$ cat src/rtl/core/sisi_pkg.sv
package sisi_pkg;

   localparam int DEF_CAPACITY = 64;

   localparam logic [2:0] OP_QUERY      = 3'd0;
   localparam logic [2:0] OP_ADD        = 3'd1;
   localparam logic [2:0] OP_REMOVE_FILE = 3'd2;
   localparam logic [2:0] OP_REMOVE_KEY = 3'd3;
   localparam logic [2:0] OP_SIZE       = 3'd4;
   localparam logic [2:0] OP_CLEAR      = 3'd5;

   localparam logic STATUS_OK   = 1'b0;
   localparam logic STATUS_FULL = 1'b1;

   typedef struct packed {
      logic [2:0]         op;
      logic [15:0]        symbol_id;
      logic [7:0]         dtype;
      logic [7:0]         data_field;
      logic signed [63:0] low_ts;
      logic signed [63:0] high_ts;
      logic [15:0]        file_id;
      logic [7:0]         codec;
      logic [31:0]        num_rows;
      logic [31:0]        comp_bytes;
      logic [47:0]        byte_offset;
   } req_type;

   typedef struct packed {
      logic               hit;
      logic               last;
      logic               status;
      logic [6:0]         entry_count;
      logic [7:0]         out_field;
      logic signed [63:0] seg_min_ts;
      logic signed [63:0] seg_max_ts;
      logic [15:0]        seg_file_id;
      logic [7:0]         seg_codec;
      logic [31:0]        seg_rows;
      logic [31:0]        seg_bytes;
      logic [47:0]        seg_offset;
   } rsp_type;

   typedef struct packed {
      logic [31:0]        key;
      logic signed [63:0] start_ts;
      logic signed [63:0] end_ts;
      logic [15:0]        file_id;
      logic [7:0]         codec;
      logic [31:0]        rows;
      logic [31:0]        bytes;
      logic [47:0]        offset;
   } entry_type;

endpackage

$ cat src/rtl/core/sisi_ctrl.sv
module sisi_ctrl #(
   parameter int CAPACITY = sisi_pkg::DEF_CAPACITY,
   parameter int AW = (CAPACITY > 1) ? $clog2(CAPACITY) : 1,
   parameter int CW = $clog2(CAPACITY + 1)
) (
   input  logic                clock,
   input  logic                reset,
   input  logic                req_valid,
   output logic                req_stall,
   input  sisi_pkg::req_type   req_data,
   output logic                rsp_valid,
   input  logic                rsp_stall,
   output sisi_pkg::rsp_type   rsp_data,
   output logic                rd_en,
   output logic [AW-1:0]       rd_addr,
   input  sisi_pkg::entry_type rd_data,
   output logic                wr_en,
   output logic [AW-1:0]       wr_addr,
   output sisi_pkg::entry_type wr_data
);
   import sisi_pkg::*;

   // scan: while index r is read, rd_data holds the entry for index r-1
   localparam logic [2:0] ST_IDLE  = 3'd0;
   localparam logic [2:0] ST_SCAN  = 3'd1;
   localparam logic [2:0] ST_SHIFT = 3'd2;
   localparam logic [2:0] ST_PUT   = 3'd3;
   localparam logic [2:0] ST_DONE  = 3'd4;

   logic [2:0]    state_ff, state_in;
   req_type       req_ff, req_in;
   logic [CW-1:0] count_ff, count_in;
   logic [CW-1:0] rd_ff, rd_in;
   logic [CW-1:0] wp_ff, wp_in;
   logic          pend_ff, pend_in;
   logic [CW-1:0] pidx_ff, pidx_in;
   logic          hold_ff, hold_in;
   rsp_type       hold_data_ff, hold_data_in;
   logic          out_v_ff, out_v_in;
   rsp_type       out_ff, out_in;
   logic          full_ff, full_in;

   logic [31:0] fkey;
   logic        match;
   logic        drop;
   logic        ins_here;
   logic        out_free;
   rsp_type     plain;
   rsp_type     hitr;

   assign fkey = {req_ff.symbol_id, req_ff.dtype, req_ff.data_field};
   assign match = (rd_data.key == fkey) && (rd_data.start_ts <= req_ff.high_ts)
      && (req_ff.low_ts <= rd_data.end_ts);
   assign drop = (rd_data.key[31:8] == fkey[31:8])
      && ((req_ff.op == OP_REMOVE_KEY) || (rd_data.file_id == req_ff.file_id));
   assign ins_here = req_ff.low_ts <= rd_data.start_ts;
   assign out_free = !out_v_ff || !rsp_stall;

   assign req_stall = (state_ff != ST_IDLE);
   assign rsp_valid = out_v_ff;
   assign rsp_data  = out_ff;

   always_comb begin
      plain = '0;
      plain.last = 1'b1;
      plain.status = full_ff;
      plain.entry_count = 7'(count_ff);
      hitr = '0;
      hitr.hit = 1'b1;
      hitr.entry_count = 7'(count_ff);
      hitr.out_field = rd_data.key[7:0];
      hitr.seg_min_ts = rd_data.start_ts;
      hitr.seg_max_ts = rd_data.end_ts;
      hitr.seg_file_id = rd_data.file_id;
      hitr.seg_codec = rd_data.codec;
      hitr.seg_rows = rd_data.rows;
      hitr.seg_bytes = rd_data.bytes;
      hitr.seg_offset = rd_data.offset;
   end

   always_comb begin
      state_in = state_ff;
      req_in = req_ff;
      count_in = count_ff;
      rd_in = rd_ff;
      wp_in = wp_ff;
      pend_in = 1'b0;
      pidx_in = pidx_ff;
      hold_in = hold_ff;
      hold_data_in = hold_data_ff;
      out_v_in = out_v_ff && rsp_stall;
      out_in = out_ff;
      full_in = full_ff;
      rd_en = 1'b0;
      rd_addr = rd_ff[AW-1:0];
      wr_en = 1'b0;
      wr_addr = wp_ff[AW-1:0];
      wr_data = rd_data;
      case (state_ff)
         ST_IDLE: begin
            if (req_valid) begin
               req_in = req_data;
               rd_in = '0;
               wp_in = '0;
               hold_in = 1'b0;
               full_in = STATUS_OK;
               case (req_data.op)
                  OP_QUERY, OP_REMOVE_FILE, OP_REMOVE_KEY: state_in = ST_SCAN;
                  OP_ADD: begin
                     if (count_ff >= CW'(CAPACITY)) begin
                        full_in = STATUS_FULL;
                        state_in = ST_DONE;
                     end else begin
                        state_in = ST_SCAN;
                     end
                  end
                  OP_CLEAR: begin
                     count_in = '0;
                     state_in = ST_DONE;
                  end
                  default: state_in = ST_DONE;
               endcase
            end
         end
         ST_SCAN: begin
            if (req_ff.op == OP_QUERY) begin
               // one emitted hit held back so the final one can carry last
               if (out_free) begin
                  if (pend_ff && match) begin
                     if (hold_ff) begin
                        out_v_in = 1'b1;
                        out_in = hold_data_ff;
                     end
                     hold_in = 1'b1;
                     hold_data_in = hitr;
                  end
                  if (rd_ff < count_ff) begin
                     rd_en = 1'b1;
                     pend_in = 1'b1;
                     pidx_in = rd_ff;
                     rd_in = rd_ff + 1'b1;
                  end else begin
                     state_in = ST_DONE;
                  end
               end else begin
                  // stalled: re-read the pending entry
                  if (pend_ff) begin
                     rd_en = 1'b1;
                     rd_addr = pidx_ff[AW-1:0];
                     pend_in = 1'b1;
                  end
               end
            end else if (req_ff.op == OP_ADD) begin
               if (pend_ff && ins_here) begin
                  wp_in = pidx_ff;
                  rd_in = count_ff;
                  state_in = ST_SHIFT;
               end else if (rd_ff < count_ff) begin
                  rd_en = 1'b1;
                  pend_in = 1'b1;
                  pidx_in = rd_ff;
                  rd_in = rd_ff + 1'b1;
               end else begin
                  wp_in = count_ff;
                  state_in = ST_PUT;
               end
            end else begin
               if (pend_ff && !drop) begin
                  wr_en = 1'b1;
                  wp_in = wp_ff + 1'b1;
               end
               if (rd_ff < count_ff) begin
                  rd_en = 1'b1;
                  pend_in = 1'b1;
                  rd_in = rd_ff + 1'b1;
               end else begin
                  count_in = (pend_ff && !drop) ? wp_ff + 1'b1 : wp_ff;
                  state_in = ST_DONE;
               end
            end
         end
         ST_SHIFT: begin
            // move entries [wp, count) up by one, top first; rd_ff is the destination
            if (pend_ff) begin
               wr_en = 1'b1;
               wr_addr = pidx_ff[AW-1:0];
            end
            if (rd_ff > wp_ff) begin
               rd_en = 1'b1;
               rd_addr = AW'(rd_ff - 1'b1);
               pend_in = 1'b1;
               pidx_in = rd_ff;
               rd_in = rd_ff - 1'b1;
            end else begin
               state_in = ST_PUT;
            end
         end
         ST_PUT: begin
            wr_en = 1'b1;
            wr_addr = wp_ff[AW-1:0];
            wr_data.key = fkey;
            wr_data.start_ts = req_ff.low_ts;
            wr_data.end_ts = req_ff.high_ts;
            wr_data.file_id = req_ff.file_id;
            wr_data.codec = req_ff.codec;
            wr_data.rows = req_ff.num_rows;
            wr_data.bytes = req_ff.comp_bytes;
            wr_data.offset = req_ff.byte_offset;
            count_in = count_ff + 1'b1;
            state_in = ST_DONE;
         end
         ST_DONE: begin
            if (out_free) begin
               out_v_in = 1'b1;
               if (hold_ff) begin
                  out_in = hold_data_ff;
                  out_in.last = 1'b1;
               end else begin
                  out_in = plain;
               end
               out_in.entry_count = 7'(count_ff);
               state_in = ST_IDLE;
            end
         end
         default: state_in = ST_IDLE;
      endcase
   end

   always_ff @(posedge clock) begin
      if (reset) begin
         state_ff <= ST_IDLE;
         count_ff <= '0;
         pend_ff <= 1'b0;
         hold_ff <= 1'b0;
         out_v_ff <= 1'b0;
         full_ff <= STATUS_OK;
      end else begin
         state_ff <= state_in;
         count_ff <= count_in;
         pend_ff <= pend_in;
         hold_ff <= hold_in;
         out_v_ff <= out_v_in;
         full_ff <= full_in;
      end
   end

   always_ff @(posedge clock) begin
      req_ff <= req_in;
      rd_ff <= rd_in;
      wp_ff <= wp_in;
      pidx_ff <= pidx_in;
      hold_data_ff <= hold_data_in;
      out_ff <= out_in;
   end

endmodule

$ cat config.mk
export PLATFORM = sky130hd
export DESIGN_NAME = sisi_ctrl
export DESIGN_NICKNAME = d
export VERILOG_FILES = /design/src/rtl/core/sisi_pkg.sv /design/src/rtl/core/sisi_ctrl.sv
export SDC_FILE = /design/constraint.sdc
export NUM_CORES = 1
export LEC_CHECK = 0
export ABC_AREA = 1
export BUFFER_PORTS_ARGS = -buffer_cell sky130_fd_sc_hd__buf_2
export CAP_MARGIN = 20
export CORE_AREA = 2 2 462 464
export DETAILED_ROUTE_END_ITERATION = 6
export DIE_AREA = 0 0 464 466
export PLACE_DENSITY = 0.38
export SYNTH_ARGS = -nofsm -noshare
export SYNTH_HDL_FRONTEND = slang
export SYNTH_SLANG_ARGS = --single-unit
$ cat constraint.sdc
create_clock -name clock -period 33.3 [get_ports clock]
set_input_delay 3.33 -clock clock [delete_from_list [all_inputs] [get_ports clock]]
set_output_delay 3.33 -clock clock [all_outputs]
set_load 0.02 [all_outputs]
Word level (Yosys, flattened, before mapping)
Cells that the tools add are included.
{"block": "word_totals", "regBits": 895, "inputBits": 599, "output_inout_bits": 594, "word_cells": 191}
{"block": "op_classes", "addsub": 4, "order_cmp": 6, "eq_ne": 30, "n_mux": 79, "n_reduce_logical": 31}
{"cell": "282-bit 2-to-1 mux", "n": 6}
{"cell": "282-bit one-hot mux with 2 select lines", "n": 1}
{"cell": "296-bit 2-to-1 mux", "n": 1}
{"cell": "64-bit less-or-equal comparator", "n": 3}
{"cell": "7-bit 2-to-1 mux", "n": 23}
{"cell": "7-bit one-hot mux with 3 select lines", "n": 2}
{"cell": "6-bit 2-to-1 mux", "n": 6}
{"cell": "32-bit equality test", "n": 1}
{"cell": "3-bit 2-to-1 mux", "n": 10}
{"cell": "7-bit one-hot mux with 2 select lines", "n": 2}
{"cell": "24-bit equality test", "n": 1}
{"cell": "2-bit != test (second input constant)", "n": 11}
{"cell": "7-bit by 1-bit adder with 7-bit output (second input constant)", "n": 3}
{"cell": "1-bit 2-to-1 mux", "n": 21}
{"cell": "16-bit equality test", "n": 1}
{"cell": "3-bit by 2-bit equality test with 1-bit output (second input constant)", "n": 5}
{"cell": "3-bit one-hot mux with 5 select lines", "n": 1}
{"cell": "5-bit AND reduction", "n": 3}
{"cell": "6-bit one-hot mux with 2 select lines", "n": 1}
{"cell": "4-bit AND reduction", "n": 3}
{"cell": "6-bit AND reduction", "n": 2}
{"cell": "3-bit by 1-bit equality test with 1-bit output (second input constant)", "n": 3}
{"cell": "3-bit logical NOT", "n": 3}
{"cell": "3-bit != test (second input constant)", "n": 3}
{"cell": "18 further kinds", "n": 34}

Logic depth before layout (Yosys ltp)
{"block": "logic_depth", "depth_word": 10, "ltp_mapped": 23, "ltp_nobuf": 23}

Least setup slack after synthesis
Ideal clock, no wire load.
{"block": "synth_path", "path_type": "in2reg", "start": "in rd_data[153] (netlist name)", "end": "reg hold_data_ff[0] (netlist name), enable pin", "setup_time_ps": 1263, "arrival_ps": 23379, "t_required_ps": 32037, "slack_ps": 8658, "path_stages": 14, "path_buffers": 0, "cell_sequence": "inv_1 -> ha_1 -> nand2_1 -> inv_1 -> o21ai_0 -> a21oi_1 -> or2_2 -> nand2_1 -> nand3_1 -> nand2_1 -> nand3_1 -> nand3_1 -> nand3_1 -> nor3_1"}
{"block": "synth_via", "elab_chain_cells": 4}
{"element": "from (decl)", "line_no": "sisi_ctrl.sv:16", "rtl": "input sisi_pkg::entry_type rd_data,"}
{"element": "64-bit less-or-equal comparator", "line_no": "sisi_ctrl.sv:53", "rtl": "&& (req_ff.low_ts <= rd_data.end_ts);"}
{"element": "1-bit logical AND", "line_no": "sisi_ctrl.sv:53"}
{"element": "1-bit logical AND", "line_no": "sisi_ctrl.sv:129", "rtl": "if (pend_ff && match) begin"}
{"element": "4-bit AND reduction (no line)"}
{"element": "to (signal assigned)", "line_no": "sisi_ctrl.sv:252", "rtl": "hold_data_ff <= hold_data_in;"}
{"element": "to (decl)", "line_no": "sisi_ctrl.sv:38", "rtl": "rsp_type hold_data_ff, hold_data_in;"}
No other way between the ends.
A chain may end at the register's enable or synchronous reset.

Worst setup path in the final report
{"block": "layout_path", "start": "in rd_data[227] (netlist name)", "end": "out rd_en"}
{"block": "layout_via", "elab_chain_cells": 6}
{"element": "64-bit less-or-equal comparator", "line_no": "sisi_ctrl.sv:56", "rtl": "assign ins_here = req_ff.low_ts <= rd_data.start_ts;"}
{"element": "1-bit logical AND", "line_no": "sisi_ctrl.sv:154", "rtl": "if (pend_ff && ins_here) begin"}
{"element": "1-bit 2-to-1 mux", "line_no": "sisi_ctrl.sv:154"}
{"element": "1-bit 2-to-1 mux", "line_no": "sisi_ctrl.sv:153", "rtl": "end else if (req_ff.op == OP_ADD) begin"}
{"element": "1-bit 2-to-1 mux", "line_no": "sisi_ctrl.sv:126", "rtl": "if (req_ff.op == OP_QUERY) begin"}
{"element": "1-bit one-hot mux with 2 select lines", "line_no": "sisi_ctrl.sv:99", "rtl": "case (state_ff)"}
{"element": "to (decl)", "line_no": "sisi_ctrl.sv:14", "rtl": "output logic rd_en,"}
No other way between the ends.

==> results by group <==
GRT
  • Initial antenna violation count: 77
  • Gr ovfl total: 0
  • All-Layer GR Usage: 16.7%
  • Largest net degree at the start of global routing: 120
  • Via count of the first global-routing pass: around 31,000
  • Global-route wire length before repair: 252,000 µm

Run
  • Max_cap viols: 0

Timing
  • Final Hold Vio Count: 0
  • Max Slew Vio Count: 0
  • Worst slew pin tran: approximately 1100 ps
  • Period utilization: around 29%
  • RSZ-0062 raised after global routing: no
  • # setup viols final: 0
  • Normalized max-slew margin: 24.2%
  • Period minus WS final: 9580 ps
  • Skew final: 50.0 ps
  • Max Freq: 104 MHz
  • Setup TNS Final: 0 ps

Yosys
  • Synth cell types: 47
  • Mux share of post-synthesis cell area: 0%
  • Most used flip-flop cell after synthesis: edfxtp_1
  • Synthesized area per cell: 11.1 µm²
  • Synth Area in Compound Gates: 5.30%
  • Simple-Gate Fraction of Synth Area: 13.5%
  • Largest family of logic cells by synthesized area: simple AND/OR/NAND/NOR gates
  • Synth Warn #: 0
  • Number of synthesized flops with an enable pin: 881
  • Cells after synthesis: 3,598
  • Sequential-to-total area share from yosys stat: 67.0%
  • Flops & latches, synth: roughly 900
  • Fraction of registers with async set/reset: 0%
  • Post-synthesis adder-cell area fraction: 6.58%
  • Synthesized Nets: 4,407
  • XOR/XNOR Fraction of Synth Area: 0.943%
  • Netlist Area Pre-Place: 0.0399 mm²

Placement
  • Gpl congestion: 0.871
  • Placed Cells: 7,539
  • Post-DP HPWL: 147,000 µm
  • Port bufs: 1,192

Layout
  • Most common cell after layout, fill and taps aside: buf_2
  • Ratio of cells with drive above 1 in the final layout: 28.9%
  • Non-Filler Instances: 7,777
  • Synthesis-to-finish area growth: 32.7%
  • Nets@finish: between 5,000 and 6,000
  • Layout fillers: 22,700
  • Most frequent cells in the layout: 1,192 x buf_2, 881 x edfxtp_1, 860 x nand2_1

Power and ir drop
  • P per Cell Area: 61.9 mW/mm²
  • Pint: around 2.2 mW
  • LEAKAGE: about 23 nW
  • Comb power frac: 18.7%
  • Clk pwr share: 37.1%
  • Worst ir drop on vdd: 0.0426 mV
  • Switch share: 31.5%
  • Power share of the sequential group: around 44%
  • P_sw: 1.03 mW

Worst setup path
  • CP endpoint kind: output pin
  • CP startpoint: rd_data[227]
  • Req. time, crit path: 29,970 ps
  • R2r startpoint: req_ff[199]
  • Worst setup SP type: input port
  • Worst Setup Path Type: input port to output pin
  • Worst Path Max Fanout: 17
  • WP data arrival: around 6300 ps

Min path
  • Hold path start: hold_ff
  • Worst min path class: flip-flop to flip-flop

CTS
  • Root buffer cell: clkbuf_16
  • Setup bufs post-CTS: 0
  • Max clock buf depth: 3
  • # H-tree levels: 3
  • Worst-path clk slew: 60 ps
  • Clk_lat worst skew: 770 ps
  • Sink Count: about 900
  • Cts hold-fix bufs: 0
  • CTS Buf Count: 110
  • CTS tree: built
  • CTS resizes: 0

Die
  • Io pins: 1,193
  • FP Rows: between 150 and 200
  • Initial Util: between 10% and 20%
  • Die area: around 0.22 mm²
  • Core footprint: between 0.2 and 0.25 mm²
  • Die outline height: roughly 470 µm
  • Die W: around 460 µm

Routing
  • Vias: roughly 31,000
  • Total Wirelength: 187,000 µm
  • Detail Route Antenna Nets: 0
  • DRC Markers: 0
  • Iteration-0 DRC Markers: 2,037
  • Total iterations of the first detailed-routing run: 5
  • WL/cell: 24.0 µm
  • DR vias/cell: 3.93

Outcome
  • Status: completed
==> Yosys cell counts (all sizes together), types with 21 or more instances <==
master | instances | area share [%]
o21ai | 221 | 2.8
nor2 | 351 | 3.3
xor2 | 21 | 0.46
inv | 597 | 5.6
nand2 | 865 | 8.2
ha | 210 | 6.6
a21oi | 124 | 1.6
edfxtp | 881 | 66
clkbuf | 80 | 0.75
buf | 24 | 0.30
xnor2 | 22 | 0.48
nand3 | 64 | 0.85
nand4 | 32 | 0.52
==> critical path: stages <==
cell and delay [ps]:
buf_2 190, inv_1 80, ha_1 310, nand2_1 80, nor2_1 110, nand2_1 110
nor4_2 580, nand2_1 110, nand2_1 190, nand2_1 100, nand2_1 60, nand2_1 50
nand3_2 160, nand3_4 240, nand2_1 130, nand2_1 50, nand2_1 90, nand2_1 80
buf_2 190
==> power groups by stage <==
stage / Clock, mW / Sequential, mW / Combinational [mW]
after CTS: 1.26 / 1.45 / 0.633
final: 1.21 / 1.45 / 0.614
after detailed placement: 0 / 1.47 / 0.631
after floorplan: 0 / 1.56 / 0.274
after global placement: 0 / 1.47 / 0.628
after global routing: 1.30 / 1.46 / 0.678
==> path summary, 6_finish.rpt <==
path | slack, ps | endpoint | cells past startpoint
max reg2reg | 26740 | rsp_data[215] | 17
max | 23720 | rd_en | 19
min | 510 | hold_ff | 2
min reg2reg | 510 | hold_ff | 2
==> state kept, by name (all words and copies together) (netlist names) <==
name / flops
fkey: 32
state_ff: 3
pidx_ff: 7
rsp_data: 282
rd_ff: 7
hold_ff: 1
count_ff: 7
wp_ff: 7
pend_ff: 1
hold_data_ff: 279
full_ff: 1
rsp_valid: 1
req_ff: 267
==> logic make-up (layout without fill, tap and decap cells) <==
kind of cell	count (synthesis)	count (layout)
compound gates	395	395
fa+ha+maj	210	210
buf+inv	703	2031
xor+xnor	43	43
other cells	0	30
simple gates	1352	1352
flops	895	895
==> layer usage <==
metal	part of all wire (%)	GRT usage (%)
met1	41	19.8
met2	49	28.9
met3	7.8	5.32
met4	2.8	4.67
met5	0.11	0
==> layout make-up <==
| cell class | count | area (µm²) | share of cell area (%) |
|---|---|---|---|
| Sequential cell | 895 | 26700 | 50.5 |
| Multi-Input combinational cell | 2000 | 10600 | 19.9 |
| Timing Repair Buffer | 1224 | 6220 | 11.7 |
| Tap cell | 2821 | 3530 | 6.66 |
| Clock buffer | 143 | 2960 | 5.59 |
| Inverter | 599 | 2260 | 4.26 |
| Clock inverter | 65 | 633 | 1.20 |
| Antenna cell | 30 | 75.1 | 0.142 |
==> through the flow <==
| stage | worst slack [ps] | utilization [%] | hold WS, ps | instance area [µm²] | power (mW) |
|---|---|---|---|---|---|
| floorplan | 8660 | - | 429 | 39900 | 1.84 |
| global placement | 23480 | 23.3 | 496 | 49300 | 2.10 |
| detailed placement | 23410 | 23.3 | 505 | 49300 | 2.10 |
| CTS | 23560 | 25.0 | 514 | 52900 | 3.35 |
| global route | 23440 | 25.1 | 535 | 52900 | 3.44 |
| finish | 23720 | 25.1 | 511 | 53000 | 3.28 |
(Power assumes the default switching activity.)
